**src/rtl/tcsg_pkg.sv**
```systemverilog
// ----------------------------------------------------------------------------
// tcsg_pkg: shared types and constants of the teleop command safety gate
// Item and result layouts, item kinds, register indexes, gear and turn codes.
// ----------------------------------------------------------------------------
package tcsg_pkg;

  localparam int VelW     = 16;  // velocity fields
  localparam int IdW      = 32;  // command identifier
  localparam int LimW     = 15;  // standstill limit register
  localparam int GainW    = 16;  // velocity gain register, Q4.12
  localparam int GainFrac = 12;
  localparam int TmoW     = 16;  // watchdog timeout and counter
  localparam int CfgIdxW  = 2;
  localparam int CfgDataW = 16;

  typedef enum logic [1:0] {
    FuncTel  = 2'd0,
    FuncCmd  = 2'd1,
    FuncTick = 2'd2
  } tcsg_func_e;

  typedef enum logic [CfgIdxW-1:0] {
    CfgStandstill = 2'd0,
    CfgGain       = 2'd1,
    CfgTimeout    = 2'd2
  } tcsg_cfg_e;

  localparam logic [2:0] GearNone  = 3'd0;
  localparam logic [2:0] GearPark  = 3'd1;
  localparam logic [2:0] GearDrive = 3'd2;

  localparam logic [1:0] TurnOff = 2'd0;

  localparam logic [LimW-1:0]  StandstillRst = LimW'(10);
  localparam logic [GainW-1:0] GainRst       = GainW'(11378);
  localparam logic [TmoW-1:0]  TimeoutRst    = TmoW'(3000);

  typedef struct packed {
    logic [1:0]             func;
    logic                   tel_remote;
    logic signed [VelW-1:0] tel_velocity;
    logic [2:0]             gear_code;
    logic [1:0]             turn_code;
    logic [IdW-1:0]         cmd_id;
    logic                   cmd_engage;
    logic signed [VelW-1:0] cmd_velocity;
    logic [15:0]            cmd_brake;
    logic signed [15:0]     cmd_steering;
    logic                   cmd_uplink_button;
  } tcsg_in_t;

  typedef struct packed {
    logic [IdW-1:0]         out_id;
    logic                   out_engage;
    logic signed [VelW-1:0] out_velocity;
    logic [15:0]            out_brake;
    logic signed [15:0]     out_steering;
    logic [2:0]             out_gear;
    logic [1:0]             out_turn;
    logic                   out_uplink;
  } tcsg_out_t;

endpackage

```
**src/rtl/tcsg_vel_scale.sv**
```systemverilog
// ----------------------------------------------------------------------------
// tcsg_vel_scale: velocity gain stage
// Multiplies the commanded velocity by the Q4.12 gain, rounds half up and
// saturates to the signed velocity range.
// ----------------------------------------------------------------------------
module tcsg_vel_scale
  import tcsg_pkg::*;
(
  input  logic signed [VelW-1:0] vel_i,
  input  logic [GainW-1:0]       gain_i,
  output logic signed [VelW-1:0] vel_o
);

  localparam int ProdW = VelW + GainW + 1;
  localparam int SumW  = ProdW + 1;
  localparam int QW    = SumW - GainFrac;
  localparam logic [SumW-1:0] RoundHalf = SumW'(1) << (GainFrac - 1);
  localparam logic [VelW-1:0] VelMax = {1'b0, {(VelW-1){1'b1}}};
  localparam logic [VelW-1:0] VelMin = {1'b1, {(VelW-1){1'b0}}};

  logic signed [GainW:0]    gain_s;
  logic signed [ProdW-1:0]  prod;
  logic signed [SumW-1:0]   sum;
  logic [QW-1:0]            quot;
  logic [QW-VelW:0]         upper;
  logic                     ovf;

  assign gain_s = $signed({1'b0, gain_i});
  assign prod   = vel_i * gain_s;
  assign sum    = $signed({prod[ProdW-1], prod}) + $signed(RoundHalf);
  // arithmetic shift gives the floor for both signs
  assign quot   = sum[SumW-1:GainFrac];
  assign upper  = quot[QW-1:VelW-1];
  assign ovf    = !((&upper) || (~|upper));

  always_comb begin
    if (ovf) begin
      vel_o = quot[QW-1] ? $signed(VelMin) : $signed(VelMax);
    end else begin
      vel_o = $signed(quot[VelW-1:0]);
    end
  end

endmodule

```
**src/rtl/teleop_command_safety_gate.sv**
```systemverilog
// ----------------------------------------------------------------------------
// teleop_command_safety_gate: operator command gate with telemetry watchdog
// Stores telemetry, gates raw commands through edge and standstill interlocks
// and scales the velocity command; ticks drive the telemetry watchdog.
//
//   channel | direction | handshake             | payload
//   in      | input     | in_valid_i/in_stall_o | in_data_i   (tcsg_in_t)
//   out     | output    | out_valid_o/out_stall_i | out_data_o (tcsg_out_t)
//   cfg     | input     | cfg_valid_i/cfg_ready_o | cfg_index_i, cfg_data_i
//
// One item per cycle while in_stall_o is low: an item is held in the input register,
// and the gate logic plus gain multiplier update the state and the result
// register from it, so a result passes the input and then the output register.
// Reset is asynchronous and active low; it loads the register defaults.
// A stalled result holds the output register; only a command item with valid
// telemetry waits behind it, while all other items keep flowing.
// ----------------------------------------------------------------------------
module teleop_command_safety_gate
  import tcsg_pkg::*;
(
  input  logic                clk_i,
  input  logic                rst_ni,
  input  logic                in_valid_i,
  output logic                in_stall_o,
  input  tcsg_in_t            in_data_i,
  output logic                out_valid_o,
  input  logic                out_stall_i,
  output tcsg_out_t           out_data_o,
  input  logic                cfg_valid_i,
  output logic                cfg_ready_o,
  input  logic [CfgIdxW-1:0]  cfg_index_i,
  input  logic [CfgDataW-1:0] cfg_data_i
);

  localparam int CmpW = ((VelW > LimW) ? VelW : LimW) + 1;

  // configuration
  logic [LimW-1:0]  limit_q;
  logic [GainW-1:0] gain_q;
  logic [TmoW-1:0]  tmo_q;

  // input register
  logic     s1_valid_q;
  tcsg_in_t s1_q;

  // gate state
  logic                   tel_valid_q, tel_valid_d;
  logic                   seen_remote_q, seen_remote_d;
  logic signed [VelW-1:0] seen_vel_q, seen_vel_d;
  logic [1:0]             seen_turn_q, seen_turn_d;
  logic [2:0]             seen_gear_q, seen_gear_d;
  logic                   engage_q, engage_d;
  logic                   engage_prev_q, engage_prev_d;
  logic [2:0]             gear_q, gear_d;
  logic [2:0]             gear_prev_q, gear_prev_d;
  logic [1:0]             turn_q, turn_d;
  logic [1:0]             turn_prev_q, turn_prev_d;
  logic                   uplink_q, uplink_d;
  logic                   uplink_prev_q, uplink_prev_d;
  logic [TmoW-1:0]        wd_q, wd_d;

  logic                   out_valid_q;
  tcsg_out_t              out_q, out_d;

  logic                   is_cmd;
  logic                   gives_result;
  logic                   s1_adv;
  logic                   standstill;
  logic [TmoW-1:0]        wd_inc;
  logic signed [VelW-1:0] vel_scaled;

  assign cfg_ready_o = 1'b1;

  always_ff @(posedge clk_i or negedge rst_ni) begin
    if (!rst_ni) begin
      limit_q <= StandstillRst;
      gain_q  <= GainRst;
      tmo_q   <= TimeoutRst;
    end else if (cfg_valid_i && cfg_ready_o) begin
      unique case (cfg_index_i)
        CfgStandstill: limit_q <= cfg_data_i[LimW-1:0];
        CfgGain:       gain_q  <= cfg_data_i[GainW-1:0];
        CfgTimeout:    tmo_q   <= cfg_data_i[TmoW-1:0];
        default: ;
      endcase
    end
  end

  // only a command with valid telemetry needs room in the output register
  assign is_cmd       = (s1_q.func == FuncCmd);
  assign gives_result = s1_valid_q && is_cmd && tel_valid_q;
  assign s1_adv       = s1_valid_q && (!gives_result || !out_valid_q || !out_stall_i);
  assign in_stall_o   = s1_valid_q && !s1_adv;

  always_ff @(posedge clk_i or negedge rst_ni) begin
    if (!rst_ni) begin
      s1_valid_q <= 1'b0;
    end else if (!in_stall_o) begin
      s1_valid_q <= in_valid_i;
    end
  end

  always_ff @(posedge clk_i) begin
    if (in_valid_i && !in_stall_o) begin
      s1_q <= in_data_i;
    end
  end

  tcsg_vel_scale u_vel_scale (
    .vel_i  (s1_q.cmd_velocity),
    .gain_i (gain_q),
    .vel_o  (vel_scaled)
  );

  // negative velocities count as standstill too
  assign standstill = $signed(CmpW'(seen_vel_q)) < $signed({{(CmpW-LimW){1'b0}}, limit_q});
  assign wd_inc     = wd_q + TmoW'(1);

  always_comb begin
    tel_valid_d   = tel_valid_q;
    seen_remote_d = seen_remote_q;
    seen_vel_d    = seen_vel_q;
    seen_turn_d   = seen_turn_q;
    seen_gear_d   = seen_gear_q;
    engage_d      = engage_q;
    engage_prev_d = engage_prev_q;
    gear_d        = gear_q;
    gear_prev_d   = gear_prev_q;
    turn_d        = turn_q;
    turn_prev_d   = turn_prev_q;
    uplink_d      = uplink_q;
    uplink_prev_d = uplink_prev_q;
    wd_d          = wd_q;

    out_d.out_id       = s1_q.cmd_id;
    out_d.out_velocity = '0;
    out_d.out_brake    = '0;
    out_d.out_steering = '0;

    if (s1_adv) begin
      unique case (s1_q.func)
        FuncTel: begin
          wd_d = '0;
          if (!tel_valid_q) begin
            engage_d    = s1_q.tel_remote;
            gear_d      = s1_q.gear_code;
            turn_d      = s1_q.turn_code;
            tel_valid_d = 1'b1;
          end
          seen_remote_d = s1_q.tel_remote;
          seen_vel_d    = s1_q.tel_velocity;
          seen_turn_d   = s1_q.turn_code;
          seen_gear_d   = s1_q.gear_code;
        end
        FuncTick: begin
          wd_d = wd_inc;
          if (wd_inc >= tmo_q) begin
            wd_d = '0;
            if (tel_valid_q) begin
              tel_valid_d   = 1'b0;
              seen_remote_d = 1'b0;
              seen_vel_d    = '0;
              seen_gear_d   = GearNone;
              engage_d      = 1'b0;
              engage_prev_d = 1'b0;
              gear_d        = GearPark;
              gear_prev_d   = GearNone;
              turn_d        = TurnOff;
              turn_prev_d   = TurnOff;
              uplink_prev_d = 1'b0;
              uplink_d      = 1'b0;
            end
          end
        end
        FuncCmd: begin
          if (tel_valid_q) begin
            if (s1_q.cmd_engage && !engage_prev_q && standstill) begin
              engage_d = !engage_q;
            end
            engage_prev_d = s1_q.cmd_engage;

            if (seen_remote_q) begin
              out_d.out_velocity = vel_scaled;
              out_d.out_brake    = s1_q.cmd_brake;
              out_d.out_steering = s1_q.cmd_steering;

              // a refused request while moving is not remembered, so it retries
              if (s1_q.gear_code != GearNone && s1_q.gear_code != gear_prev_q) begin
                if (standstill) begin
                  if (seen_gear_q == GearPark) begin
                    if (s1_q.gear_code == GearPark) begin
                      gear_d = GearDrive;
                    end
                  end else begin
                    gear_d = s1_q.gear_code;
                  end
                  gear_prev_d = s1_q.gear_code;
                end
              end else if (s1_q.gear_code == GearNone) begin
                gear_prev_d = GearNone;
              end

              if (s1_q.turn_code != TurnOff && s1_q.turn_code != turn_prev_q) begin
                turn_d = (seen_turn_q == s1_q.turn_code) ? TurnOff : s1_q.turn_code;
              end
              turn_prev_d = s1_q.turn_code;

              if (s1_q.cmd_uplink_button && !uplink_prev_q) begin
                uplink_d = !uplink_q;
              end
              uplink_prev_d = s1_q.cmd_uplink_button;
            end else begin
              gear_d        = GearPark;
              turn_d        = TurnOff;
              uplink_prev_d = 1'b0;
              uplink_d      = 1'b0;
            end
          end
        end
        default: ;
      endcase
    end

    out_d.out_engage = engage_d;
    out_d.out_gear   = gear_d;
    out_d.out_turn   = turn_d;
    out_d.out_uplink = uplink_d;
  end

  always_ff @(posedge clk_i or negedge rst_ni) begin
    if (!rst_ni) begin
      tel_valid_q   <= 1'b0;
      seen_remote_q <= 1'b0;
      seen_vel_q    <= '0;
      seen_turn_q   <= TurnOff;
      seen_gear_q   <= GearNone;
      engage_q      <= 1'b0;
      engage_prev_q <= 1'b0;
      gear_q        <= GearPark;
      gear_prev_q   <= GearNone;
      turn_q        <= TurnOff;
      turn_prev_q   <= TurnOff;
      uplink_q      <= 1'b0;
      uplink_prev_q <= 1'b0;
      wd_q          <= '0;
      out_valid_q   <= 1'b0;
    end else begin
      tel_valid_q   <= tel_valid_d;
      seen_remote_q <= seen_remote_d;
      seen_vel_q    <= seen_vel_d;
      seen_turn_q   <= seen_turn_d;
      seen_gear_q   <= seen_gear_d;
      engage_q      <= engage_d;
      engage_prev_q <= engage_prev_d;
      gear_q        <= gear_d;
      gear_prev_q   <= gear_prev_d;
      turn_q        <= turn_d;
      turn_prev_q   <= turn_prev_d;
      uplink_q      <= uplink_d;
      uplink_prev_q <= uplink_prev_d;
      wd_q          <= wd_d;
      if (s1_adv && gives_result) begin
        out_valid_q <= 1'b1;
      end else if (!out_stall_i) begin
        out_valid_q <= 1'b0;
      end
    end
  end

  always_ff @(posedge clk_i) begin
    if (s1_adv && gives_result) begin
      out_q <= out_d;
    end
  end

  assign out_valid_o = out_valid_q;
  assign out_data_o  = out_q;

  // without telemetry the targets sit at their rest values
  a_rest_without_tel: assert property (@(posedge clk_i) disable iff (!rst_ni)
    !tel_valid_q |-> (gear_q == GearPark && !engage_q && turn_q == TurnOff && !uplink_q))
    else $error("targets not at rest while telemetry is invalid");

  a_wd_below_timeout: assert property (@(posedge clk_i) disable iff (!rst_ni)
    (s1_adv && s1_q.func == FuncTick) |=> (wd_q < tmo_q || wd_q == '0))
    else $error("watchdog count left at or above timeout");

  a_tel_sets_valid: assert property (@(posedge clk_i) disable iff (!rst_ni)
    (s1_adv && s1_q.func == FuncTel) |=> tel_valid_q)
    else $error("telemetry item did not validate telemetry");

  a_stall_only_on_result: assert property (@(posedge clk_i) disable iff (!rst_ni)
    in_stall_o |-> (gives_result && out_valid_q && out_stall_i))
    else $error("input stalled without a blocked result");

endmodule
```
**config.mk**
```make
export PLATFORM = sky130hd
export DESIGN_NAME = teleop_command_safety_gate
export DESIGN_NICKNAME = d
export VERILOG_FILES = /design/src/rtl/tcsg_pkg.sv /design/src/rtl/tcsg_vel_scale.sv /design/src/rtl/teleop_command_safety_gate.sv
export SDC_FILE = /design/constraint.sdc
export NUM_CORES = 1
export LEC_CHECK = 0
export BUFFER_PORTS_ARGS = -buffer_cell sky130_fd_sc_hd__buf_2
export CAP_MARGIN = 20
export CELL_PAD_IN_SITES_DETAIL_PLACEMENT = 1
export CELL_PAD_IN_SITES_GLOBAL_PLACEMENT = 2
export CORE_MARGIN = 4
export CORE_UTILIZATION = 40
export CTS_CLUSTER_DIAMETER = 100
export DETAILED_ROUTE_END_ITERATION = 16
export GPL_TIMING_DRIVEN = 0
export PLACE_DENSITY_LB_ADDON = 0.1
export SLEW_MARGIN = 40
export SYNTH_ARGS = -nofsm -noshare
export SYNTH_HDL_FRONTEND = slang
export SYNTH_SLANG_ARGS = --single-unit
```
**constraint.sdc**
```tcl
create_clock -name clk_i -period 9.2 [get_ports clk_i]
set_clock_uncertainty 0.1 [all_clocks]
set_input_delay 0.92 -clock clk_i [delete_from_list [all_inputs] [get_ports clk_i]]
set_output_delay 0.92 -clock clk_i [all_outputs]
set_load 0.05 [all_outputs]
```
==> results.tsv <==
stage	metric	value	unit
worst_setup_path	critPathMaxFanout	10	
final_layout	nets	2571	
final_layout	fillers	5604	
clocking	clock-sinks	295	
logic_synthesis	ys_types	74	
clocking	clock_path_buffers	3	
clocking	cts_hold_buf	0	
clocking	cts.repair.resized	0	
die	fp.dieH	235	um
timing	finalHoldViolCount	0	
grt	grt_first_pass_wirelength	89200	um
routing	drt_iter0_markers	611	
logic_synthesis	ys_seq_elements	295	
routing	wire_per_inst	19.8	um
logic_synthesis	ys_warn_count	0	
die	fp-row-count	83	
clocking	cts_tree	done	
clocking	postCtsSetupRepairBufs	0	
final_layout	multiInputGateArea	11000	um^2
routing	drtAntennaViolNets	0	
grt	antenna_found_initial	13	
timing	fmax	124	MHz
timing	setup_viol_count_final	0	
clocking	cts_buffers	34	
routing	first_pass_iters	5	
worst_setup_path	reg2reg_to	out_data_o[49]	
grt	grt_max_degree	53	
clocking	clk_pin_slew	0.06	ns
placed_design	gp_congestion	0.842	
final_layout	final_common_cell	inv_1	
hold_path	hp-class	in2async	
routing	wl_met2	26400	um
grt	grt_pass1_vias	15757	
worst_setup_path	critical_path_class	reg2reg	
die	initial_utilization	40.4	%
final_layout	drive_gt1_share	17.8	%
logic_synthesis	dominantRegCellSynth	edfxtp_1	
logic_synthesis	synthCells	1828	
die	num_io_pins	219	
final_layout	final_cell_mix	288 x inv_1, 220 x buf_2, 198 x nand2_1	
timing	fin_crit	8.08	ns
clocking	cts_root_buf	clkbuf_16	
grt	grt_overflow	0	
logic_synthesis	async_flop_share	34.6	%
routing	wl_met1	24400	um
clocking	htreeDepth	2	
worst_setup_path	worstPathRequired	9.35	ns
timing	finalCritPeriodShare	87.8	%
timing	final_max_slew_viol_count	0	
die	die_w	235	um
timing	hold_slack	0.190	ns
routing	via_per_inst	5.09	
routing	via_count	14243	
logic_synthesis	synth.net_count	2306	
routing	drc	0	
logic_synthesis	postSynthAreaPerCell	11.3	um^2
flow_run	drv_cap	0	
routing	drt_wl_total	55500	um
logic_synthesis	synth-edff-count	193	
die	dieArea	55300	um^2
clocking	clkLatencyLatePin	0.53	ns
grt	track_usage	20.4	%
logic_synthesis	syn_area	20700	um^2
placed_design	port-buffer-count	217	
final_layout	register_area	8370	um^2
routing	top_layer	met5	
timing	grt_setup_unrepaired	false	
outcome	status	finished, final reports clean	
worst_setup_path	start_kind	flip-flop	
worst_setup_path	arrival	8.23	ns
worst_setup_path	reg2reg_from	gain_q[13]	
timing	timing.slew.headroom	43.7	%
die	core	51200	um^2
worst_setup_path	end_kind	flip-flop	
timing	worst_pin_slew	0.843	ns
final_layout	areaGrowthSynthToFinish	15.8	%
worst_setup_path	r2r_slack	1.12	ns
logic_synthesis	seq_area_frac_synth	40.5	%
placed_design	dp_hpwl	45200	um
worst_setup_path	r2r_cells	22	
routing	wl_met3	3530	um
## metrics by stage
| step | instances | util [%] | setup WS, ns | TNS, ns | cell area [um^2] |
|---|---|---|---|---|---|
| 2_1_floorplan | 1828 | - | 2.48 | 0 | 20700 |
| 3_3_place_gp | 2725 | 44.1 | -0.0326 | -2.25 | 22600 |
| 3_5_place_dp | 2737 | 44.6 | 1.20 | 0 | 22900 |
| 4_1_cts | 2795 | 46.7 | 1.15 | 0 | 23900 |
| 5_1_grt | 2797 | 46.7 | 0.696 | 0 | 23900 |
| 6_report | 2799 | 46.7 | 1.12 | 0 | 23900 |
## worst max path at each step
stage                     slack, ns              to   startpoint  cells past startpoint
after floorplan                2.48  out_data_o[44]    gain_q[6]                     24
after global placement        -0.03        s1_q[33]  out_stall_i                      4
after detailed placement       1.20  out_data_o[43]   gain_q[14]                     22
after CTS                      1.15  out_data_o[49]   gain_q[11]                     22
after global routing           0.70  out_data_o[45]    gain_q[6]                     24
final                          1.12  out_data_o[49]   gain_q[13]                     22
## synth_stat cells (4+ instances only)
cell type  count  area (um^2)
nor3_1        15         75.1
ha_1         155         1940
clkbuf_1      55          206
fa_1         194         3880
and3_1        17          106
buf_2          4         20.0
a211oi_1       7         52.6
xnor2_1       25          219
xor2_1        12          105
mux2_2        43          484
nand2b_1      18          113
nand4_1       14         87.6
and2_1       147          920
or2_2          4         25.0
dfrtp_1       85         2130
o21a_1         8         60.1
a31oi_1        7         43.8
o211ai_1       7         52.6
edfxtp_1     193         5800
nor2b_1        6         37.5
nand3_1       28          140
inv_1        288         1080
o31ai_1       12         90.1
nor2_1        35          131
nand2_1      198          743
dfstp_2       17          447
o21ai_1        5         25.0
o31ai_2       10          125
a21oi_2        5         43.8
a21oi_1       44          220
o21ai_0       65          325
a21o_1        13         97.6
a22o_1        25          219
## flip-flops by register name, summed over array words and instances, names as in the netlist, 2 cells and up
name         cells
out_data_o      87
s1_q            74
out_d           32
gain_q          16
seen_vel_q      16
tmo_q           16
wd_q            16
limit_q         15
gear_prev_q      3
gear_q           3
seen_gear_q      3
seen_turn_q      2
turn_prev_q      2
turn_q           2
## area by class of cell
cell class                 instances  area share [%]
tap                              680            3.56
timing repair buffer             229            5.53
buffer                            64            1.15
antenna                            4          0.0418
multi-input combinational       1180            45.8
clock buffer                      42            3.72
inverter                         289            4.54
clock inverter                    16           0.664
sequential                       295            35.0
## cell families (layout without fill, tap and decap cells)
family,after synthesis,after routing,share of synthesized area [%]
AND/OR/NAND/NOR,499,499,12.2
adder cells (fa/ha/maj),349,349,28.2
flip-flops,295,295,40.5
XOR/XNOR,38,38,1.65
multiplexers,44,44,2.39
other,1,5,0.0182
buffers and inverters,353,640,6.58
AO/OA/AOI/OAI,249,249,8.45
## layer usage
metal | up-vias | track usage, %
met5 | - | 0
met4 | 16 | 4.27
met3 | 78 | 5.44
met2 | 298 | 33.6
met1 | 7242 | 27.4
li1 | 6609 | -
## worst max-delay path: stages, from the launching register on
cell and delay [ns]:
dfstp_2 0.67, clkbuf_1 0.53, nand2_1 0.17, fa_1 0.52
fa_1 0.52, fa_1 0.57, inv_1 0.07, fa_1 0.49
fa_1 0.49, inv_1 0.05, fa_1 0.47, inv_1 0.04
ha_1 0.36, a21oi_1 0.33, o211ai_1 0.20, a21oi_2 0.24
nor2b_1 0.12, o311ai_1 0.43, nand4_1 0.19, a2111o_1 0.44
o211ai_2 0.37, buf_4 0.30, o31ai_2 0.09
Power is not shown: default switching activity piles up to over one toggle a cycle in this logic, so the estimate is an artifact.
